==> src/sv/lidar_frame_deframer_unit_defines.svh <==
// ---------------------------------------------------------------------------
// lidar frame deframer assertion macros
// shared property forms used by the deframer top level
// ---------------------------------------------------------------------------
`ifndef LIDAR_FRAME_DEFRAMER_UNIT_DEFINES_SVH
`define LIDAR_FRAME_DEFRAMER_UNIT_DEFINES_SVH

// same-cycle implication, disabled in reset
`define LDF_ASSERT_IMP(label, clk, rst, ante, cons) \
   label: assert property (@(posedge clk) disable iff (rst) (ante) |-> (cons)) \
      else $error("ldf assertion failed (same cycle)");

// next-cycle implication, disabled in reset
`define LDF_ASSERT_NEXT(label, clk, rst, ante, cons) \
   label: assert property (@(posedge clk) disable iff (rst) (ante) |=> (cons)) \
      else $error("ldf assertion failed (next cycle)");

`endif

==> src/sv/ldf_pkg.sv <==
// ---------------------------------------------------------------------------
// ldf_pkg
// types and constants shared by the lidar frame deframer modules
// ---------------------------------------------------------------------------
`default_nettype none

package ldf_pkg;

   localparam logic [7:0] SYNC_BYTE          = 8'hA5;
   localparam logic [7:0] MAX_ERRORS_RESET   = 8'd10;
   localparam int         FRAME_SLOTS_DEFAULT = 8;
   localparam int         QUEUE_DEPTH        = 4;
   localparam int         TDATA_W            = 72;

   typedef enum logic [2:0] {
      PH_SYNC  = 3'd0,
      PH_ADDR  = 3'd1,
      PH_CMD   = 3'd2,
      PH_SIZE  = 3'd3,
      PH_DATA  = 3'd4,
      PH_CHECK = 3'd5
   } phase_type;

   typedef enum logic [1:0] {
      KIND_PAYLOAD    = 2'd0,
      KIND_FRAME_END  = 2'd1,
      KIND_SYNC_ERROR = 2'd2
   } kind_type;

   // last member sits in the lowest bits
   typedef struct packed {
      logic [3:0]  pad;
      logic [7:0]  error_count;
      logic [2:0]  frame_slot;
      logic        checksum_ok;
      logic [15:0] frame_size;
      logic [7:0]  frame_command;
      logic [7:0]  frame_address;
      logic [15:0] payload_index;
      logic [7:0]  payload_byte;
   } tdata_type;

   typedef struct packed {
      kind_type  kind;
      tdata_type data;
   } result_type;

   typedef struct packed {
      logic not_full;
      logic not_empty;
   } queue_status_type;

endpackage

`default_nettype wire

==> src/sv/ldf_front.sv <==
// ---------------------------------------------------------------------------
// ldf_front
// byte parser: tracks the packet phase and builds a result record for each payload, check or header-error beat
// ---------------------------------------------------------------------------
`default_nettype none

module ldf_front #(
   parameter int FRAME_SLOTS = ldf_pkg::FRAME_SLOTS_DEFAULT
) (
   input  wire logic                     clock,
   input  wire logic                     reset,
   input  wire logic                     in_valid,
   output      logic                     in_ready,
   input  wire logic [7:0]               in_byte,
   input  wire logic [7:0]               max_errors,
   input  wire ldf_pkg::queue_status_type q_status,
   output      logic                     push,
   output      ldf_pkg::result_type      push_data
);

   localparam int SLOT_W = (FRAME_SLOTS > 1) ? $clog2(FRAME_SLOTS) : 1;
   localparam logic [SLOT_W-1:0] SLOT_LAST = SLOT_W'(FRAME_SLOTS - 1);

   ldf_pkg::phase_type phase_ff, phase_in;
   logic [1:0]         sync_ff, sync_in;
   logic               high_ff, high_in;
   logic [15:0]        idx_ff, idx_in;
   logic [7:0]         addr_ff, addr_in;
   logic [7:0]         cmd_ff, cmd_in;
   logic [15:0]        size_ff, size_in;
   logic [7:0]         xor_ff, xor_in;
   logic [7:0]         err_ff, err_in;
   logic [SLOT_W-1:0]  slot_ff, slot_in;

   logic               accept;
   logic               emit;
   logic [7:0]         err_inc;
   logic [15:0]        size_full;
   logic [SLOT_W+2:0]  slot_ext;

   assign in_ready  = q_status.not_full;
   assign accept    = in_valid && in_ready;
   assign push      = accept && emit;
   assign err_inc   = err_ff + 8'd1;
   assign size_full = {in_byte, size_ff[7:0]};
   assign slot_ext  = {3'b000, slot_ff};

   always_comb begin
      phase_in  = phase_ff;
      sync_in   = sync_ff;
      high_in   = high_ff;
      idx_in    = idx_ff;
      addr_in   = addr_ff;
      cmd_in    = cmd_ff;
      size_in   = size_ff;
      xor_in    = xor_ff;
      err_in    = err_ff;
      slot_in   = slot_ff;
      emit      = 1'b0;
      push_data = '0;
      push_data.data.frame_address = addr_ff;
      push_data.data.frame_command = cmd_ff;
      push_data.data.frame_size    = size_ff;
      push_data.data.error_count   = err_ff;
      unique case (phase_ff)
         ldf_pkg::PH_SYNC: begin
            if (in_byte == ldf_pkg::SYNC_BYTE) begin
               if (sync_ff == 2'd3) begin
                  sync_in  = 2'd0;
                  phase_in = ldf_pkg::PH_ADDR;
               end else begin
                  sync_in = sync_ff + 2'd1;
               end
            end else begin
               err_in = (err_inc > max_errors) ? 8'd0 : err_inc;
               emit   = 1'b1;
               push_data                   = '0;
               push_data.kind              = ldf_pkg::KIND_SYNC_ERROR;
               push_data.data.error_count  = err_in;
            end
         end
         ldf_pkg::PH_ADDR: begin
            addr_in  = in_byte;
            xor_in   = in_byte;
            phase_in = ldf_pkg::PH_CMD;
         end
         ldf_pkg::PH_CMD: begin
            cmd_in   = in_byte;
            xor_in   = xor_ff ^ in_byte;
            high_in  = 1'b0;
            idx_in   = 16'd0;
            phase_in = ldf_pkg::PH_SIZE;
         end
         ldf_pkg::PH_SIZE: begin
            xor_in = xor_ff ^ in_byte;
            if (!high_ff) begin
               size_in = {8'd0, in_byte};
               high_in = 1'b1;
            end else begin
               size_in  = size_full;
               high_in  = 1'b0;
               idx_in   = 16'd0;
               phase_in = (size_full == 16'd0) ? ldf_pkg::PH_CHECK : ldf_pkg::PH_DATA;
            end
         end
         ldf_pkg::PH_DATA: begin
            xor_in = xor_ff ^ in_byte;
            if (({1'b0, idx_ff} + 17'd1) >= {1'b0, size_ff}) begin
               idx_in   = 16'd0;
               phase_in = ldf_pkg::PH_CHECK;
            end else begin
               idx_in = idx_ff + 16'd1;
            end
            emit                        = 1'b1;
            push_data.kind              = ldf_pkg::KIND_PAYLOAD;
            push_data.data.payload_byte  = in_byte;
            push_data.data.payload_index = idx_ff;
         end
         ldf_pkg::PH_CHECK: begin
            slot_in  = (slot_ff == SLOT_LAST) ? '0 : slot_ff + 1'b1;
            phase_in = ldf_pkg::PH_SYNC;
            emit     = 1'b1;
            push_data.kind             = ldf_pkg::KIND_FRAME_END;
            push_data.data.checksum_ok = (in_byte == xor_ff);
            push_data.data.frame_slot  = slot_ext[2:0];
         end
         default: begin
            phase_in = ldf_pkg::PH_SYNC;
         end
      endcase
   end

   always_ff @(posedge clock) begin
      if (reset) begin
         phase_ff <= ldf_pkg::PH_SYNC;
         sync_ff  <= '0;
         high_ff  <= 1'b0;
         idx_ff   <= '0;
         addr_ff  <= '0;
         cmd_ff   <= '0;
         size_ff  <= '0;
         xor_ff   <= '0;
         err_ff   <= '0;
         slot_ff  <= '0;
      end else if (accept) begin
         phase_ff <= phase_in;
         sync_ff  <= sync_in;
         high_ff  <= high_in;
         idx_ff   <= idx_in;
         addr_ff  <= addr_in;
         cmd_ff   <= cmd_in;
         size_ff  <= size_in;
         xor_ff   <= xor_in;
         err_ff   <= err_in;
         slot_ff  <= slot_in;
      end
   end

endmodule

`default_nettype wire

==> src/sv/ldf_queue.sv <==
// ---------------------------------------------------------------------------
// ldf_queue
// short result queue between parser and output stage
// ---------------------------------------------------------------------------
`default_nettype none

module ldf_queue (
   input  wire logic                      clock,
   input  wire logic                      reset,
   input  wire logic                      push,
   input  wire ldf_pkg::result_type       push_data,
   input  wire logic                      pop,
   output      ldf_pkg::result_type       pop_data,
   output      ldf_pkg::queue_status_type status
);

   localparam int DEPTH = ldf_pkg::QUEUE_DEPTH;
   localparam int PTR_W = $clog2(DEPTH);
   localparam int CNT_W = $clog2(DEPTH + 1);
   localparam logic [PTR_W-1:0] PTR_LAST = PTR_W'(DEPTH - 1);
   localparam logic [CNT_W-1:0] CNT_FULL = CNT_W'(DEPTH);

   ldf_pkg::result_type mem_ff [DEPTH];
   logic [PTR_W-1:0]    wr_ff, wr_in;
   logic [PTR_W-1:0]    rd_ff, rd_in;
   logic [CNT_W-1:0]    cnt_ff, cnt_in;

   assign status.not_full  = (cnt_ff != CNT_FULL);
   assign status.not_empty = (cnt_ff != '0);
   assign pop_data         = mem_ff[rd_ff];

   always_comb begin
      wr_in  = push ? ((wr_ff == PTR_LAST) ? '0 : wr_ff + 1'b1) : wr_ff;
      rd_in  = pop  ? ((rd_ff == PTR_LAST) ? '0 : rd_ff + 1'b1) : rd_ff;
      cnt_in = cnt_ff;
      case ({push, pop})
         2'b10:   cnt_in = cnt_ff + 1'b1;
         2'b01:   cnt_in = cnt_ff - 1'b1;
         default: cnt_in = cnt_ff;
      endcase
   end

   always_ff @(posedge clock) begin
      if (push) begin
         mem_ff[wr_ff] <= push_data;
      end
   end

   always_ff @(posedge clock) begin
      if (reset) begin
         wr_ff  <= '0;
         rd_ff  <= '0;
         cnt_ff <= '0;
      end else begin
         wr_ff  <= wr_in;
         rd_ff  <= rd_in;
         cnt_ff <= cnt_in;
      end
   end

endmodule

`default_nettype wire

==> src/sv/ldf_back.sv <==
// ---------------------------------------------------------------------------
// ldf_back
// output register: drains the result queue onto the result stream
// ---------------------------------------------------------------------------
`default_nettype none

module ldf_back (
   input  wire logic                      clock,
   input  wire logic                      reset,
   input  wire ldf_pkg::queue_status_type q_status,
   input  wire ldf_pkg::result_type       q_data,
   output      logic                      pop,
   output      logic                      out_valid,
   input  wire logic                      out_ready,
   output      ldf_pkg::result_type       out_data
);

   logic                valid_ff, valid_in;
   ldf_pkg::result_type data_ff;

   assign pop       = q_status.not_empty && (!valid_ff || out_ready);
   assign valid_in  = q_status.not_empty || (valid_ff && !out_ready);
   assign out_valid = valid_ff;
   assign out_data  = data_ff;

   always_ff @(posedge clock) begin
      if (reset) begin
         valid_ff <= 1'b0;
      end else begin
         valid_ff <= valid_in;
      end
   end

   always_ff @(posedge clock) begin
      if (pop) begin
         data_ff <= q_data;
      end
   end

endmodule

`default_nettype wire

==> src/sv/lidar_frame_deframer_unit.sv <==
// ---------------------------------------------------------------------------
// lidar_frame_deframer_unit
// deframes sync-headed, length-prefixed sensor packets from a byte stream
// ---------------------------------------------------------------------------
// One received byte is taken per clock while the result queue has room. The
// parser updates its phase in the cycle the byte is accepted and writes any
// result into a four-entry queue; the output register then takes it from the
// queue onto the result stream. req_tready drops only while that queue is
// full, so the byte rate is one per cycle for as long as results are taken
// one per cycle. max_errors is written through the csr channel, which is
// always ready; write it while no bytes are in flight.
`default_nettype none

`include "lidar_frame_deframer_unit_defines.svh"

module lidar_frame_deframer_unit #(
   parameter int FRAME_SLOTS = ldf_pkg::FRAME_SLOTS_DEFAULT
) (
   input  wire logic                       clock,
   input  wire logic                       reset,
   input  wire logic                       req_tvalid,
   output      logic                       req_tready,
   input  wire logic [7:0]                 req_tdata,  // [7:0] rx_byte
   output      logic                       rsp_tvalid,
   input  wire logic                       rsp_tready,
   // [7:0] payload_byte, [23:8] payload_index, [31:24] frame_address,
   // [39:32] frame_command, [55:40] frame_size, [56] checksum_ok,
   // [59:57] frame_slot, [67:60] error_count, [71:68] zero
   output      logic [ldf_pkg::TDATA_W-1:0] rsp_tdata,
   output      logic [1:0]                 rsp_tuser,  // [1:0] kind
   input  wire logic                       csr_valid,
   output      logic                       csr_ready,
   input  wire logic [7:0]                 csr_data    // [7:0] max_errors
);

   logic [7:0]                max_errors_ff;
   ldf_pkg::queue_status_type q_status;
   ldf_pkg::result_type       push_data;
   ldf_pkg::result_type       q_data;
   ldf_pkg::result_type       out_data;
   logic                      push;
   logic                      pop;
   logic                      out_not_summary;
   logic                      out_is_error;
   logic                      summary_bits_clear;
   logic                      frame_bits_clear;

   assign csr_ready = 1'b1;
   assign rsp_tdata = out_data.data;
   assign rsp_tuser = out_data.kind;

   assign out_not_summary    = rsp_tvalid && (out_data.kind != ldf_pkg::KIND_FRAME_END);
   assign out_is_error       = rsp_tvalid && (out_data.kind == ldf_pkg::KIND_SYNC_ERROR);
   assign summary_bits_clear = (out_data.data.checksum_ok == 1'b0) &&
                               (out_data.data.frame_slot == 3'd0);
   assign frame_bits_clear   = (out_data.data.frame_address == 8'd0) &&
                               (out_data.data.frame_size == 16'd0);

   always_ff @(posedge clock) begin
      if (reset) begin
         max_errors_ff <= ldf_pkg::MAX_ERRORS_RESET;
      end else if (csr_valid && csr_ready) begin
         max_errors_ff <= csr_data;
      end
   end

   ldf_front #(
      .FRAME_SLOTS (FRAME_SLOTS)
   ) u_front (
      .clock      (clock),
      .reset      (reset),
      .in_valid   (req_tvalid),
      .in_ready   (req_tready),
      .in_byte    (req_tdata),
      .max_errors (max_errors_ff),
      .q_status   (q_status),
      .push       (push),
      .push_data  (push_data)
   );

   ldf_queue u_queue (
      .clock     (clock),
      .reset     (reset),
      .push      (push),
      .push_data (push_data),
      .pop       (pop),
      .pop_data  (q_data),
      .status    (q_status)
   );

   ldf_back u_back (
      .clock     (clock),
      .reset     (reset),
      .q_status  (q_status),
      .q_data    (q_data),
      .pop       (pop),
      .out_valid (rsp_tvalid),
      .out_ready (rsp_tready),
      .out_data  (out_data)
   );

   `LDF_ASSERT_IMP(a_no_overflow, clock, reset, push, q_status.not_full)
   `LDF_ASSERT_NEXT(a_push_lands, clock, reset, push, q_status.not_empty)
   `LDF_ASSERT_IMP(a_summary_only, clock, reset, out_not_summary, summary_bits_clear)
   `LDF_ASSERT_IMP(a_error_bare, clock, reset, out_is_error, frame_bits_clear)

endmodule

`default_nettype wire

==> config.mk <==
export PLATFORM = sky130hd
export DESIGN_NAME = lidar_frame_deframer_unit
export DESIGN_NICKNAME = d
export VERILOG_FILES = /design/src/sv/ldf_pkg.sv /design/src/sv/ldf_front.sv /design/src/sv/ldf_queue.sv /design/src/sv/ldf_back.sv /design/src/sv/lidar_frame_deframer_unit.sv
export VERILOG_INCLUDE_DIRS = /design/src /design/src/sv
export SDC_FILE = /design/constraint.sdc
export NUM_CORES = 1
export LEC_CHECK = 0
export BUFFER_PORTS_ARGS = -buffer_cell sky130_fd_sc_hd__buf_2
export CAP_MARGIN = 40
export CORE_MARGIN = 3
export CORE_UTILIZATION = 30
export CTS_BUF_LIST = sky130_fd_sc_hd__clkbuf_16
export DETAILED_ROUTE_END_ITERATION = 6
export PLACE_DENSITY = 0.48
export SLEW_MARGIN = 5
export SYNTH_ARGS = -nofsm -noshare
export SYNTH_HDL_FRONTEND = slang
export SYNTH_SLANG_ARGS = --single-unit
==> constraint.sdc <==
create_clock -name clock -period 5.5 [get_ports clock]
set_input_delay 0 -clock clock [delete_from_list [all_inputs] [get_ports clock]]
set_output_delay 0 -clock clock [all_outputs]
set_load 0.01 [all_outputs]
==> flow_summary.toml <==
[outcome]
status = "finished, final reports clean"

[clock_network]
cts_buffers = 48
clock-root-buffer = "clkbuf_16"
htreeDepth = 2
cts_tree = "yes"
cts_setup_buffers = 0
cts_resized = 0
clock_path_buffers = 3
clk_latency_ns = 0.58
clkTransAtPathRegs_ns = 0.06
cts.sinks = 439

[timing]
drv_slew = 0
setup_tns_ns = 0
period_needed_ns = 3.86
tightest_slew_ns = 0.855
finalClockSkew_ns = 0.0209
hold_violations = 0
fin_crit_sh = 0.702
fmax_mhz = 259
slew_headroom = 0.430
final-setup-viol-count = 0
rsz0062_at_grt = "no"

[critical_path]
r2r_slack_ns = 1.64
end_kind = "flop"
cp_max_fo = 18
timing.critical_path.from = "u_front.idx_ff[0]"
rr_startpoint = "u_front.idx_ff[0]"
critPathRequiredTime_ns = 5.98
crit_end = "u_front.idx_ff[10]"
crit_path_top_delay_cell = "a211o_1"
arrival_ns = 4.34
cp_cell_sequence = "ha_1 > nand2_1 > nor4_2 > and3_1 > xnor2_1 > inv_1 > ha_1 > a21o_1 > nand2_1 > o2111ai_1 > a211o_1 > or4b_1 > a21oi_1"
rr_worst_depth = 13
timing.rr.end = "u_front.idx_ff[10]"
start_kind = "flop"
cpPeakStageDelay_ns = 0.55
crit_type = "flop to flop"

[layout]
post-route-util = 0.359
area_growth_pct = 17.8
drive_gt1_frac = 0.199
final_cell_area_um2 = 20800
antennaDiodeCount = 0
nNetsFinal = 1347
fillers = 5533

[global_routing]
antenna_found_initial = 0
grt_max_degree = 43
globalRouteOverflowTotal = 0
grt_pass1_wl_um = 62700
grt_pass1_vias = 10200
track_usage = 0.130

[yosys]
synth_edf_count = 350
async_flop_share = 0
synth_top_flop_cell = "edfxtp_1"
syn_inst = 1164
yosysUniqueCellTypes = 64
yosys.area.top_type = "edfxtp_1"
yosys-top-cells-area = "edfxtp_1 (59%), dfxtp_1 (10%), mux4_2 (8.9%)"
yosys.cell_count.top_type = "edfxtp_1"
yosys-top-cells-count = "edfxtp_1 (350), dfxtp_1 (89), nand2_1 (88), nor2_1 (72), mux4_2 (70)"
synth_seq_cells = 439
synth_seq_area_share = 0.695
synth_top_area_share = 0.594
synth.yosys.warnings = 0
syn_area_um2 = 17700
avgSynthCellArea_um2 = 15.2

[pwr]
switching_share = 0.267
pwr-share-clk = 0.335
p_switching_uw = 2460
p_int_uw = 6750
combPwrFrac = 0.179
leakagePower_uw = 0.00731
power_frac_seq = 0.486
power.total_uw = 9210
power_density_nw_per_um2 = 442
vdd_drop_max_mv = 0.288

[floorplan]
die_area_um2 = 61900
die_h_um = 249
io_pins = 98
rows = 88
initial_utilization = 0.305
die_w_um = 249
core_area_um2 = 58000

[place]
port_buffers = 92
placed_cell_area_um2 = 19000
dpl.hpwl_um = 25300
gp_congestion = 0.791

[min_path]
hold_path_class = "input pin to flop"

[routing]
routed_wl_um = 40200
firstDrtPassIters = 4
antenna_left = 0
drc_errors = 0
vias = 9746
drt_iter0_drc = 565
detail_route.vias_per_cell = 4.65
wl_per_cell_um = 19.2

[job]
maxCapViolCount = 0
critical path, delay by kind of cell (launching register included):
| family | cells | cell delay (ns) |
|---|---|---|
| AOI/OAI and AO/OA | 4 | 1.01 |
| xor gates and xnor gates | 1 | 0.16 |
| adders and majority gates | 2 | 0.60 |
| buffers and inverters | 1 | 0.08 |
| DFF | 1 | 0.45 |
| and+or+nand+nor | 5 | 1.47 |
flip-flops by register name, summed over array words and instances (netlist names), 2 cells and up:
name	flops
u_front.addr_ff	8
u_front.idx_ff	16
u_front.err_ff	8
u_queue.rd_ff	2
u_queue.wr_ff	2
u_front.xor_ff	8
u_queue.mem_ff	280
max_errors_ff	8
u_front.sync_ff	2
u_back.out_data	70
u_front.phase_ff	3
u_front.cmd_ff	8
u_queue.cnt_ff	3
u_front.size_ff	16
u_front.slot_ff	3
what timing repair did:
action,in CTS,in global routing
endpoints found under the setup margin,0,0
hold buffers,30,0
hold endpoints to repair,59,0
power groups by stage:
stage	Combinational, uW	Clock [uW]	Sequential, uW
floorplan	904	0	4620
global placement	1660	0	4570
detailed placement	1710	0	4570
CTS	1730	3180	4510
global route	1830	3330	4540
finish	1650	3080	4480
cell type report:
class,instances,area [um2],area share
sequential,439,12300,0.590
multi-input combinational,613,4960,0.238
clock buffer,49,1230,0.0588
tap,765,957,0.0459
timing repair buffer,141,938,0.0450
clock inverter,41,279,0.0134
inverter,47,176,0.00846
layer usage:
metal	part of all wire	up-vias	track usage
li1	-	4629	-
met1	0.44	4897	0.167
met2	0.50	157	0.225
met3	0.041	63	0.0281
met4	0.021	0	0.0328
met5	0	-	0
per-stage QoR:
| step | hold WS [ns] | worst slack (ns) | std cells |
|---|---|---|---|
| final | 0.0184 | 1.64 | 2095 |
| after global routing | 0.0555 | 1.44 | 2095 |
| after CTS | 0.00114 | 1.64 | 2095 |
| after detailed placement | 0.229 | 1.69 | 1975 |
| after global placement | 0.229 | 1.69 | 1972 |
| after floorplan | 0.130 | 1.47 | 1167 |
worst min path at each step:
stage | from | end | slack (ns) | depth (start not counted)
after floorplan | csr_data[1] | max_errors_ff[1] | 0.13 | 2
after global placement | csr_data[1] | max_errors_ff[1] | 0.23 | 3
after detailed placement | csr_data[3] | max_errors_ff[3] | 0.23 | 3
after CTS | reset | max_errors_ff[5] | 0.001 | 2
after global routing | reset | u_front.idx_ff[5] | 0.06 | 2
final | reset | max_errors_ff[4] | 0.02 | 2
cell usage in the layout, fill, tap and decap left out, drive strengths merged, types with 27 or more instances in the layout:
cell type / netlist / routed
buf: 23 / 111
o21ai: 39 / 39
a21oi: 56 / 56
ha: 35 / 35
inv: 46 / 64
dfxtp: 89 / 89
clkbuf: 45 / 49
edfxtp: 350 / 350
nand2: 88 / 88
nor2: 73 / 73
dlygate4sd3: 0 / 30
mux4: 70 / 70
mux2i: 28 / 28
and3: 30 / 30
and2: 30 / 30
nand3: 27 / 27
cell families (layout without fill, tap and decap cells):
family          after synthesis  in the layout  share of synthesized area
flops                       439            439                      0.695
simple gates                308            308                     0.0858
compound gates              136            136                     0.0467
buf+inv                     115            278                     0.0267
mux                          98             98                      0.105
fa+ha+maj                    36             36                     0.0259
xor+xnor                     30             30                     0.0148
other cells                   2              5                   0.000424
Power figures use the tool's default switching activity.
